$ cat src/hw/rtl/rsep_pkg.sv
// Shared types and constants for the RGB Sobel edge bitmap packer.
// No dependencies; every other file imports this package.
package rsep_pkg;

	localparam int MAX_WIDTH  = 64;
	localparam int COL_W      = $clog2(MAX_WIDTH);
	localparam int PIX_W      = 8;
	localparam int WID_W      = 7;
	localparam int HGT_W      = 16;
	localparam int THR_W      = 11;
	localparam int CFG_W      = 16;
	localparam int CFG_IDX_W  = 2;
	localparam int SUM_W      = 10;
	localparam int GRAD_W     = 11;
	localparam int SQ_W       = 20;
	localparam int THR_SQ_W   = 2 * THR_W;
	localparam int PROD_W     = 20;
	localparam int FILL_W     = 3;

	// floor(x/3) == (x*683) >> 11 for every x below 2048
	localparam int GRAY_RECIP = 683;
	localparam int GRAY_SHIFT = 11;

	localparam logic [WID_W-1:0] WIDTH_MIN   = WID_W'(3);
	localparam logic [WID_W-1:0] WIDTH_MAX   = WID_W'(MAX_WIDTH);
	localparam logic [HGT_W-1:0] HEIGHT_MIN  = HGT_W'(3);
	localparam logic [WID_W-1:0] WIDTH_RST   = WID_W'(50);
	localparam logic [HGT_W-1:0] HEIGHT_RST  = HGT_W'(50);
	localparam logic [THR_W-1:0] THRESH_RST  = THR_W'(128);

	typedef enum logic [CFG_IDX_W-1:0] {
		REG_WIDTH     = 2'd0,
		REG_HEIGHT    = 2'd1,
		REG_THRESHOLD = 2'd2
	} cfg_reg_t;

	// per-item control that rides down the pipeline
	typedef struct packed {
		logic [COL_W-1:0] col;
		logic             region;
		logic             last_col;
		logic             last_row;
	} item_ctl_t;

endpackage

$ cat src/hw/rtl/rsep_pix_if.sv
// Pixel channel: valid/ready handshake with one RGB pixel as payload.
// Depends on rsep_pkg.
interface rsep_pix_if;
	import rsep_pkg::*;

	logic             valid;
	logic             ready;
	logic [PIX_W-1:0] red;
	logic [PIX_W-1:0] green;
	logic [PIX_W-1:0] blue;

	modport source (output valid, output red, output green, output blue, input ready);
	modport sink   (input valid, input red, input green, input blue, output ready);

endinterface

$ cat src/hw/rtl/rsep_byte_if.sv
// Bitmap channel: valid/ready handshake with one packed edge byte as payload.
// Depends on rsep_pkg.
interface rsep_byte_if;
	import rsep_pkg::*;

	logic             valid;
	logic             ready;
	logic [PIX_W-1:0] packed_bits;
	logic             row_end;
	logic             frame_end;

	modport source (output valid, output packed_bits, output row_end, output frame_end,
		input ready);
	modport sink   (input valid, input packed_bits, input row_end, input frame_end,
		output ready);

endinterface

$ cat src/hw/rtl/rsep_line_store.sv
// Two line memories (upper and middle row), synchronous read with registered data.
// Depends on rsep_pkg.
module rsep_line_store
	import rsep_pkg::*;
(
	input  logic             clk,
	input  logic             rd_en,
	input  logic [COL_W-1:0] rd_addr,
	input  logic             wr_en,
	input  logic [COL_W-1:0] wr_addr,
	input  logic [PIX_W-1:0] wr_upper,
	input  logic [PIX_W-1:0] wr_middle,
	output logic [PIX_W-1:0] rd_upper_s1,
	output logic [PIX_W-1:0] rd_middle_s1
);

	logic [PIX_W-1:0] mem_upper  [MAX_WIDTH];
	logic [PIX_W-1:0] mem_middle [MAX_WIDTH];

	always_ff @(posedge clk) begin
		if (wr_en) begin
			mem_upper[wr_addr]  <= wr_upper;
			mem_middle[wr_addr] <= wr_middle;
		end
	end

	// read data holds while the item waits in stage 1
	always_ff @(posedge clk) begin
		if (rd_en) begin
			rd_upper_s1  <= mem_upper[rd_addr];
			rd_middle_s1 <= mem_middle[rd_addr];
		end
	end

endmodule

$ cat src/hw/rtl/rsep_grad.sv
// Gray conversion, 3x3 window columns and Sobel gx/gy, registered into stage 2.
// Depends on rsep_pkg.
module rsep_grad
	import rsep_pkg::*;
(
	input  logic                     clk,
	input  logic                     arst_n,
	input  logic                     adv,
	input  logic [PIX_W-1:0]         red_s1,
	input  logic [PIX_W-1:0]         green_s1,
	input  logic [PIX_W-1:0]         blue_s1,
	input  logic [PIX_W-1:0]         upper_s1,
	input  logic [PIX_W-1:0]         middle_s1,
	output logic [PIX_W-1:0]         gray,
	output logic signed [GRAD_W-1:0] gx_s2,
	output logic signed [GRAD_W-1:0] gy_s2
);

	// win_q[0..2]: column two back (top, mid, bottom); win_q[3..5]: previous column
	logic [PIX_W-1:0]  win_q [6];
	logic [SUM_W-1:0]  rgb_sum;
	logic [PROD_W-1:0] gray_prod;
	logic [SUM_W-1:0]  gx_pos, gx_neg, gy_pos, gy_neg;
	logic signed [SUM_W+1:0] gx_diff, gy_diff;

	always_comb begin
		rgb_sum   = SUM_W'(red_s1) + SUM_W'(green_s1) + SUM_W'(blue_s1);
		gray_prod = PROD_W'(rgb_sum) * PROD_W'(GRAY_RECIP);
		gray      = gray_prod[GRAY_SHIFT +: PIX_W];

		gx_pos = SUM_W'(upper_s1) + (SUM_W'(middle_s1) << 1) + SUM_W'(gray);
		gx_neg = SUM_W'(win_q[0]) + (SUM_W'(win_q[1]) << 1) + SUM_W'(win_q[2]);
		gy_pos = SUM_W'(win_q[2]) + (SUM_W'(win_q[5]) << 1) + SUM_W'(gray);
		gy_neg = SUM_W'(win_q[0]) + (SUM_W'(win_q[3]) << 1) + SUM_W'(upper_s1);
		gx_diff = $signed({2'b00, gx_pos}) - $signed({2'b00, gx_neg});
		gy_diff = $signed({2'b00, gy_pos}) - $signed({2'b00, gy_neg});
	end

	always_ff @(posedge clk or negedge arst_n) begin
		if (!arst_n) begin
			for (int i = 0; i < 6; i++) begin
				win_q[i] <= '0;
			end
		end else if (adv) begin
			win_q[0] <= win_q[3];
			win_q[1] <= win_q[4];
			win_q[2] <= win_q[5];
			win_q[3] <= upper_s1;
			win_q[4] <= middle_s1;
			win_q[5] <= gray;
		end
	end

	always_ff @(posedge clk) begin
		if (adv) begin
			gx_s2 <= gx_diff[GRAD_W-1:0];
			gy_s2 <= gy_diff[GRAD_W-1:0];
		end
	end

endmodule

$ cat src/hw/rtl/rsep_mag.sv
// Squared gradient magnitude (registered into stage 3) and threshold compare.
// Depends on rsep_pkg.
module rsep_mag
	import rsep_pkg::*;
(
	input  logic                     clk,
	input  logic                     adv,
	input  logic signed [GRAD_W-1:0] gx_s2,
	input  logic signed [GRAD_W-1:0] gy_s2,
	input  logic [THR_SQ_W-1:0]      thr_sq,
	output logic                     is_edge
);

	logic signed [2*GRAD_W-1:0] gx_sq, gy_sq;
	logic [SQ_W-1:0]            gx_sq_s3, gy_sq_s3;
	logic [SQ_W:0]              mag_sum;

	always_comb begin
		gx_sq = (2*GRAD_W)'(gx_s2) * (2*GRAD_W)'(gx_s2);
		gy_sq = (2*GRAD_W)'(gy_s2) * (2*GRAD_W)'(gy_s2);
	end

	// squares stay below 2^20, so the low bits hold the full value
	always_ff @(posedge clk) begin
		if (adv) begin
			gx_sq_s3 <= gx_sq[SQ_W-1:0];
			gy_sq_s3 <= gy_sq[SQ_W-1:0];
		end
	end

	always_comb begin
		mag_sum = (SQ_W+1)'(gx_sq_s3) + (SQ_W+1)'(gy_sq_s3);
		is_edge = THR_SQ_W'(mag_sum) >= thr_sq;
	end

endmodule

$ cat src/hw/rtl/rsep_packer.sv
// Packs edge flags MSB first into bytes and holds the output register.
// Depends on rsep_pkg and rsep_byte_if.
module rsep_packer
	import rsep_pkg::*;
(
	input  logic               clk,
	input  logic               arst_n,
	input  logic               valid_s3,
	input  item_ctl_t          ctl_s3,
	input  logic               is_edge,
	output logic               take_s3,
	rsep_byte_if.source        bitmap
);

	logic [PIX_W-1:0]  gather_q;
	logic [FILL_W-1:0] fill_q;
	logic              out_valid_q;
	logic [PIX_W-1:0]  out_bits_q;
	logic              out_row_end_q;
	logic              out_frame_end_q;

	logic              emit;
	logic              out_free;
	logic [PIX_W-1:0]  gather_next;

	always_comb begin
		out_free    = !out_valid_q || bitmap.ready;
		emit        = valid_s3 && ctl_s3.region && ((fill_q == '1) || ctl_s3.last_col);
		take_s3     = valid_s3 && (!emit || out_free);
		gather_next = gather_q | (PIX_W'(is_edge) << (FILL_W'(PIX_W - 1) - fill_q));
	end

	always_ff @(posedge clk or negedge arst_n) begin
		if (!arst_n) begin
			gather_q    <= '0;
			fill_q      <= '0;
			out_valid_q <= 1'b0;
		end else begin
			if (take_s3) begin
				if (emit || ctl_s3.last_col) begin
					gather_q <= '0;
					fill_q   <= '0;
				end else if (ctl_s3.region) begin
					gather_q <= gather_next;
					fill_q   <= fill_q + FILL_W'(1);
				end
			end
			if (take_s3 && emit) begin
				out_valid_q <= 1'b1;
			end else if (bitmap.ready) begin
				out_valid_q <= 1'b0;
			end
		end
	end

	always_ff @(posedge clk) begin
		if (take_s3 && emit) begin
			out_bits_q      <= gather_next;
			out_row_end_q   <= ctl_s3.last_col;
			out_frame_end_q <= ctl_s3.last_col && ctl_s3.last_row;
		end
	end

	assign bitmap.valid       = out_valid_q;
	assign bitmap.packed_bits = out_bits_q;
	assign bitmap.row_end     = out_row_end_q;
	assign bitmap.frame_end   = out_frame_end_q;

`ifndef NO_ASSERTIONS
	a_row_clears_gather: assert property (@(posedge clk) disable iff (!arst_n)
		(take_s3 && ctl_s3.last_col) |=> (fill_q == '0 && gather_q == '0))
		else $error("packer state not cleared at row end");

	a_frame_end_in_row_end: assert property (@(posedge clk) disable iff (!arst_n)
		(bitmap.valid && bitmap.frame_end) |-> bitmap.row_end)
		else $error("frame end byte without row end");
`endif

endmodule

$ cat src/hw/rtl/rgb_sobel_edge_bitmap_packer_top.sv
// RGB Sobel edge bitmap packer: top level with config registers and pipeline control.
// A byte goes valid on bitmap after its closing pixel passes s1, s2, s3 and out_valid_q.
// Throughput: one pixel per cycle unless bitmap stalls (one read, one write port per store).
// Reset: arst_n clears counters, window, packer and valids; line stores are not cleared.
// Depends on rsep_pkg, rsep_pix_if, rsep_byte_if and the rsep_* submodules.
module rgb_sobel_edge_bitmap_packer_top
	import rsep_pkg::*;
(
	input  logic                 clk,
	input  logic                 arst_n,
	input  logic                 cfg_we,
	input  logic [CFG_IDX_W-1:0] cfg_index,
	input  logic [CFG_W-1:0]     cfg_data,
	rsep_pix_if.sink             pixels,
	rsep_byte_if.source          bitmap
);

	// configuration registers
	logic [WID_W-1:0]    width_q;
	logic [HGT_W-1:0]    height_q;
	logic [THR_W-1:0]    thresh_q;
	logic [THR_SQ_W-1:0] thr_sq_q;

	// raster position of the next pixel
	logic [COL_W-1:0] col_q;
	logic [HGT_W-1:0] row_q;

	// effective frame size and per-item flags for the incoming pixel
	logic [WID_W-1:0] w_eff;
	logic [HGT_W-1:0] h_eff;
	item_ctl_t        ctl_in;

	// pipeline: s1 = line store read data, s2 = gx/gy, s3 = squares
	logic             valid_s1, valid_s2, valid_s3;
	item_ctl_t        ctl_s1, ctl_s2, ctl_s3;
	logic [PIX_W-1:0] red_s1, green_s1, blue_s1;
	logic [PIX_W-1:0] upper_s1, middle_s1;
	logic [PIX_W-1:0] gray;
	logic signed [GRAD_W-1:0] gx_s2, gy_s2;
	logic             is_edge;

	logic accept, adv1, adv2, take_s3;
	logic rdy1, rdy2, rdy3;

	// config write decode
	always_ff @(posedge clk or negedge arst_n) begin
		if (!arst_n) begin
			width_q  <= WIDTH_RST;
			height_q <= HEIGHT_RST;
			thresh_q <= THRESH_RST;
			thr_sq_q <= THR_SQ_W'(THRESH_RST) * THR_SQ_W'(THRESH_RST);
		end else begin
			// squared threshold is registered from thresh_q, so it updates after thresh_q, while idle
			thr_sq_q <= THR_SQ_W'(thresh_q) * THR_SQ_W'(thresh_q);
			if (cfg_we) begin
				unique case (cfg_index)
					REG_WIDTH:     width_q  <= cfg_data[WID_W-1:0];
					REG_HEIGHT:    height_q <= cfg_data[HGT_W-1:0];
					REG_THRESHOLD: thresh_q <= cfg_data[THR_W-1:0];
					default: ;
				endcase
			end
		end
	end

	// clamp the frame size, then flag the incoming pixel
	always_comb begin
		if (width_q < WIDTH_MIN) begin
			w_eff = WIDTH_MIN;
		end else if (width_q > WIDTH_MAX) begin
			w_eff = WIDTH_MAX;
		end else begin
			w_eff = width_q;
		end
		h_eff = (height_q < HEIGHT_MIN) ? HEIGHT_MIN : height_q;

		ctl_in.col      = col_q;
		ctl_in.last_col = (WID_W'(col_q) + WID_W'(1)) >= w_eff;
		ctl_in.last_row = ((HGT_W+1)'(row_q) + (HGT_W+1)'(1)) >= (HGT_W+1)'(h_eff);
		ctl_in.region   = (row_q >= HGT_W'(2)) && (col_q >= COL_W'(2));
	end

	// handshake chain: each stage moves when the one after it has room
	always_comb begin
		rdy3   = !valid_s3 || take_s3;
		adv2   = valid_s2 && rdy3;
		rdy2   = !valid_s2 || adv2;
		adv1   = valid_s1 && rdy2;
		rdy1   = !valid_s1 || adv1;
		accept = pixels.valid && rdy1;
	end

	assign pixels.ready = rdy1;

	always_ff @(posedge clk or negedge arst_n) begin
		if (!arst_n) begin
			col_q    <= '0;
			row_q    <= '0;
			valid_s1 <= 1'b0;
			valid_s2 <= 1'b0;
			valid_s3 <= 1'b0;
		end else begin
			if (accept) begin
				if (ctl_in.last_col) begin
					col_q <= '0;
					row_q <= ctl_in.last_row ? '0 : row_q + HGT_W'(1);
				end else begin
					col_q <= col_q + COL_W'(1);
				end
			end
			valid_s1 <= accept || (valid_s1 && !adv1);
			valid_s2 <= adv1 || (valid_s2 && !adv2);
			valid_s3 <= adv2 || (valid_s3 && !take_s3);
		end
	end

	always_ff @(posedge clk) begin
		if (accept) begin
			ctl_s1   <= ctl_in;
			red_s1   <= pixels.red;
			green_s1 <= pixels.green;
			blue_s1  <= pixels.blue;
		end
		if (adv1) begin
			ctl_s2 <= ctl_s1;
		end
		if (adv2) begin
			ctl_s3 <= ctl_s2;
		end
	end

	// line stores: read at accept, write back when the item leaves stage 1.
	// The same column comes around again only a full row later, so no forwarding.
	rsep_line_store u_line_store (
		.clk          (clk),
		.rd_en        (accept),
		.rd_addr      (col_q),
		.wr_en        (adv1),
		.wr_addr      (ctl_s1.col),
		.wr_upper     (middle_s1),
		.wr_middle    (gray),
		.rd_upper_s1  (upper_s1),
		.rd_middle_s1 (middle_s1)
	);

	rsep_grad u_grad (
		.clk       (clk),
		.arst_n    (arst_n),
		.adv       (adv1),
		.red_s1    (red_s1),
		.green_s1  (green_s1),
		.blue_s1   (blue_s1),
		.upper_s1  (upper_s1),
		.middle_s1 (middle_s1),
		.gray      (gray),
		.gx_s2     (gx_s2),
		.gy_s2     (gy_s2)
	);

	rsep_mag u_mag (
		.clk     (clk),
		.adv     (adv2),
		.gx_s2   (gx_s2),
		.gy_s2   (gy_s2),
		.thr_sq  (thr_sq_q),
		.is_edge (is_edge)
	);

	rsep_packer u_packer (
		.clk      (clk),
		.arst_n   (arst_n),
		.valid_s3 (valid_s3),
		.ctl_s3   (ctl_s3),
		.is_edge  (is_edge),
		.take_s3  (take_s3),
		.bitmap   (bitmap)
	);

`ifndef NO_ASSERTIONS
	a_col_wraps: assert property (@(posedge clk) disable iff (!arst_n)
		(accept && ctl_in.last_col) |=> (col_q == '0))
		else $error("column did not wrap at row end");

	a_col_steps: assert property (@(posedge clk) disable iff (!arst_n)
		(accept && !ctl_in.last_col) |=> (col_q == $past(col_q) + COL_W'(1)))
		else $error("column did not advance by one");

	a_s1_holds: assert property (@(posedge clk) disable iff (!arst_n)
		(valid_s1 && !rdy2) |=> valid_s1)
		else $error("stage 1 item lost under stall");
`endif

endmodule

$ cat src/flat_wrapper.sv
// flat-port wrapper written by rule: the top's interface ports become plain ports
module rgb_sobel_edge_bitmap_packer_top_flat import rsep_pkg::*;
  (clk, arst_n, cfg_we, cfg_index, cfg_data, pixels_valid, pixels_red, pixels_green, pixels_blue, pixels_ready, bitmap_valid, bitmap_packed_bits, bitmap_row_end, bitmap_frame_end, bitmap_ready);
  rsep_pix_if pixels_i ();
  rsep_byte_if bitmap_i ();
  input  logic clk;
  input  logic arst_n;
  input  logic cfg_we;
  input  logic [CFG_IDX_W-1:0] cfg_index;
  input  logic [CFG_W-1:0] cfg_data;
  input wire logic [$bits(pixels_i.valid)-1:0] pixels_valid;
  input wire logic [$bits(pixels_i.red)-1:0] pixels_red;
  input wire logic [$bits(pixels_i.green)-1:0] pixels_green;
  input wire logic [$bits(pixels_i.blue)-1:0] pixels_blue;
  output wire logic [$bits(pixels_i.ready)-1:0] pixels_ready;
  output wire logic [$bits(bitmap_i.valid)-1:0] bitmap_valid;
  output wire logic [$bits(bitmap_i.packed_bits)-1:0] bitmap_packed_bits;
  output wire logic [$bits(bitmap_i.row_end)-1:0] bitmap_row_end;
  output wire logic [$bits(bitmap_i.frame_end)-1:0] bitmap_frame_end;
  input wire logic [$bits(bitmap_i.ready)-1:0] bitmap_ready;
  assign pixels_i.valid = pixels_valid;
  assign pixels_i.red = pixels_red;
  assign pixels_i.green = pixels_green;
  assign pixels_i.blue = pixels_blue;
  assign pixels_ready = pixels_i.ready;
  assign bitmap_valid = bitmap_i.valid;
  assign bitmap_packed_bits = bitmap_i.packed_bits;
  assign bitmap_row_end = bitmap_i.row_end;
  assign bitmap_frame_end = bitmap_i.frame_end;
  assign bitmap_i.ready = bitmap_ready;
  rgb_sobel_edge_bitmap_packer_top u_core (.clk(clk), .arst_n(arst_n), .cfg_we(cfg_we), .cfg_index(cfg_index), .cfg_data(cfg_data), .pixels(pixels_i), .bitmap(bitmap_i));
endmodule
$ cat config.mk
export PLATFORM = sky130hd
export DESIGN_NAME = rgb_sobel_edge_bitmap_packer_top_flat
export DESIGN_NICKNAME = d
export VERILOG_FILES = /design/src/hw/rtl/rsep_pkg.sv /design/src/hw/rtl/rsep_pix_if.sv /design/src/hw/rtl/rsep_byte_if.sv /design/src/hw/rtl/rsep_line_store.sv /design/src/hw/rtl/rsep_grad.sv /design/src/hw/rtl/rsep_mag.sv /design/src/hw/rtl/rsep_packer.sv /design/src/hw/rtl/rgb_sobel_edge_bitmap_packer_top.sv /design/src/flat_wrapper.sv
export SDC_FILE = /design/constraint.sdc
export NUM_CORES = 2
export LEC_CHECK = 0
export BUFFER_PORTS_ARGS = -buffer_cell sky130_fd_sc_hd__buf_2
export CAP_MARGIN = 25
export CORE_ASPECT_RATIO = 1.5
export CORE_MARGIN = 2
export CORE_UTILIZATION = 40
export CTS_CLUSTER_DIAMETER = 40
export DETAILED_ROUTE_END_ITERATION = 8
export GPL_ROUTABILITY_DRIVEN = 0
export RECOVER_POWER = 50
export SLEW_MARGIN = 30
export SYNTH_ARGS = -nofsm -noshare
export SYNTH_HDL_FRONTEND = slang
export SYNTH_SLANG_ARGS = --single-unit
$ cat constraint.sdc
create_clock -name clk -period 20 [get_ports clk]
set_input_delay 2 -clock clk [delete_from_list [all_inputs] [get_ports clk]]
set_output_delay 2 -clock clk [all_outputs]
set_load 0.005 [all_outputs]
==> impl_metrics.py <==
metrics = {
    "status": {
        "status": "finished, violations left",
        "violations": "capacitance limit, slew limit",
    },
    "routing": {
        "antenna_left": 0,
        "vias": 34060,
        "routed_wl_um": 147400,
        "wl_per_cell_um": 22.81,
        "drt_iter0_drc": 2136,
        "dr.pass1.iters": 5,
        "drcViolationCount": 0,
        "vias_per_cell": 5.273,
    },
    "cts": {
        "clock_latency_ns": 0.80,
        "hold_buffers": 0,
        "root_buffer": "clkbuf_16",
        "cts_sinks": 1289,
        "h-tree-depth": 4,
        "ctsLongestPathBuffers": 3,
        "cts_tree": "yes",
        "cts_setup_buffers": 0,
        "post_cts_resize_count": 0,
        "numCtsBuffers": 139,
        "clk_pin_slew_worst_paths_ns": 0.06,
    },
    "critical_path": {
        "crit_type": "flop to flop",
        "timing.rr.start": "u_core.green_s1[0]",
        "path_max_fanout": 65,
        "cpMaxStageDelayCell": "fa_1",
        "crit_start": "u_core.green_s1[0]",
        "start_kind": "flop",
        "crit_family": "adder cells",
        "cp-end-kind": "flop",
        "cp.required_ns": 20.51,
        "path_depth": 43,
        "worst-path-buf-inv": 11,
        "critPathMaxStageDelay_ns": 0.82,
        "arrival_ns": 11.87,
        "worstRegToRegCells": 43,
        "crit_top_cell": "inv_1",
    },
    "floorplan": {
        "dieHeight_um": 499.9,
        "ios": 59,
        "die_area_um2": 167300,
        "chipWidth_um": 334.6,
        "initial_utilization_pct": 40.11,
        "core_area_um2": 163500,
        "fp-row-count": 182,
    },
    "finish": {
        "drive_gt1_share_pct": 16.16,
        "syn2layout_area_growth_pct": 11.65,
        "final_cells": 6460,
        "final_cell_mix": "edfxtp_1, inv_1, fa_1, mux4_2, ha_1",
        "layout.nets": 4917,
        "multi_input_area_um2": 24990,
        "fill_cells": 14310,
        "final_area_um2": 73220,
        "final_common_cell": "edfxtp_1",
        "register_area_um2": 38020,
    },
    "yosys": {
        "ys_ff_latch": 1289,
        "synth_fp_nets": 4763,
        "avgSynthCellArea_um2": 16.07,
        "synth_area_um2": 65580,
        "ys_warn_count": 0,
        "synth_flop_cell": "edfxtp_1",
        "ys_seq_area_share_pct": 57.97,
        "synth_cell_type_count": 68,
        "synthCells": 4080,
        "synthArstFlopShare_pct": 10.86,
        "synth-edff-count": 1149,
    },
    "grt": {
        "overflow": 0,
        "grt_pass1_wl_um": 224300,
        "grt_pass1_vias": 36900,
        "antenna_found_initial": 4,
        "grt_max_degree": 139,
        "grt_use_total_pct": 18.01,
    },
    "place": {
        "port_buffers": 58,
        "dp_hpwl_um": 95590,
        "placedCellCount": 6207,
        "place_area_um2": 68750,
        "dpl_worst_slack_ns": 9.046,
    },
    "worst_hold_path": {
        "worstHoldStart": "u_core.ctl_s1[1]",
        "hold_path_depth": 0,
        "hp-class": "flop to flop",
    },
    "timing": {
        "clock.fmax_mhz": 88.00,
        "hold_viol": 0,
        "slew_violations": 1146,
        "relSlewSlack_pct": -515.9,
        "rsz0062_at_grt": "false",
        "fin_crit_ns": 11.36,
        "final.period_utilization_pct": 56.82,
        "setup_violations": 0,
        "skew_ns": 0.05281,
        "tightest_slew_ns": 9.239,
        "setup_ws_ns": 8.636,
        "tns_ns": 0,
    },
    "flow_run": {
        "maxCapViolations": 28,
    },
}
cells in the mapped netlist, drive strengths merged, types with 18 or more instances:
cell,instances,area (µm²)
and2,118,738.2
dfrtp,132,3303
nand2,224,840.8
buf,43,269.0
fa,339,6787
xnor2,108,945.9
a21oi,71,359.1
a21o,41,307.8
ha,297,3716
edfxtp,1149,34500
inv,526,1974
nand3,29,145.1
nor3,20,100.1
o21bai,18,135.1
clkbuf,101,379.1
mux4,336,7567
mux2,37,416.7
xor2,42,375.4
o21ai,98,494.2
nor2,129,484.2
nand2b,22,137.6
nor2b,31,193.9
per-layer routing:
metal	track usage (%)	up-vias	share of wire (%)
li1	-	15130	-
met1	19.93	18030	37
met4	5.609	2	3.0
met2	35.20	667	57
met3	2.412	225	3.5
met5	0	-	0.0088
flip-flops by register name (all words and copies together) (netlist names), 6 cells and up:
name,flops
u_core.blue_s1,8
u_core.col_q,6
u_core.ctl_s1,9
u_core.green_s1,8
u_core.height_q,16
u_core.red_s1,8
u_core.row_q,16
u_core.thr_sq_q,21
u_core.thresh_q,11
u_core.u_grad.gx_s2,11
u_core.u_grad.gy_s2,11
u_core.u_grad.win_q,48
u_core.u_line_store.mem_middle,512
u_core.u_line_store.mem_upper,512
u_core.u_line_store.rd_middle_s1,8
u_core.u_line_store.rd_upper_s1,8
u_core.u_mag.gx_sq_s3,19
u_core.u_mag.gy_sq_s3,19
u_core.u_packer.bitmap.packed_bits,8
u_core.u_packer.gather_q,8
u_core.width_q,7
cell families (layout without fill, tap and decap cells):
logic type / Yosys count / count (layout) / share of synthesized area [%]
compound gates: 319 / 319 / 3.089
xor+xnor: 150 / 150 / 2.015
other cells: 0 / 1 / 0
mux: 374 / 374 / 12.19
simple gates: 642 / 642 / 4.729
flops: 1289 / 1289 / 57.97
fa+ha+maj: 636 / 636 / 16.01
buf+inv: 670 / 933 / 3.999
final cells by class:
class	instances	area share (%)
Sequential cell	1289	51.92
Antenna cell	1	0.003418
Inverter	526	2.710
Clock buffer	164	4.964
Tap cell	2116	3.616
Multi-Input combinational cell	2121	34.13
Timing Repair Buffer	157	1.174
Clock inverter	86	1.476
worst register-to-register path, delay by kind of cell (launching register included):
kind / cells / cell delay, ns
DFF: 1 / 0.36
AOI/OAI and AO/OA: 13 / 2.63
and+or+nand+nor: 3 / 0.53
buffers and inverters: 11 / 1.42
adders and majority gates: 13 / 5.36
xor gates and xnor gates: 3 / 0.80
path summary, 6_finish.rpt:
check	to	slack (ns)
setup / recovery	u_core.u_grad.gx_s2[9]	8.64
hold / removal	u_core.ctl_s2[1]	0.42
setup reg to reg	u_core.u_grad.gx_s2[9]	8.64
hold reg to reg	u_core.ctl_s2[1]	0.42
max in group asynchronous	u_core.u_packer.fill_q[1]	12.34
min in group asynchronous	u_core.row_q[11]	2.61
stage by stage:
step           util (%)  hold WS [ns]
2_1_floorplan         -        0.4003
3_3_place_gp      41.99        0.4047
3_5_place_dp      42.05        0.4057
4_1_cts           44.93        0.4184
5_1_grt           44.78        0.4333
6_report          44.78        0.4220
Power is left out: the tool's default activity adds up to more than one toggle a clock period on the data nets, which glitch-free logic cannot reach.
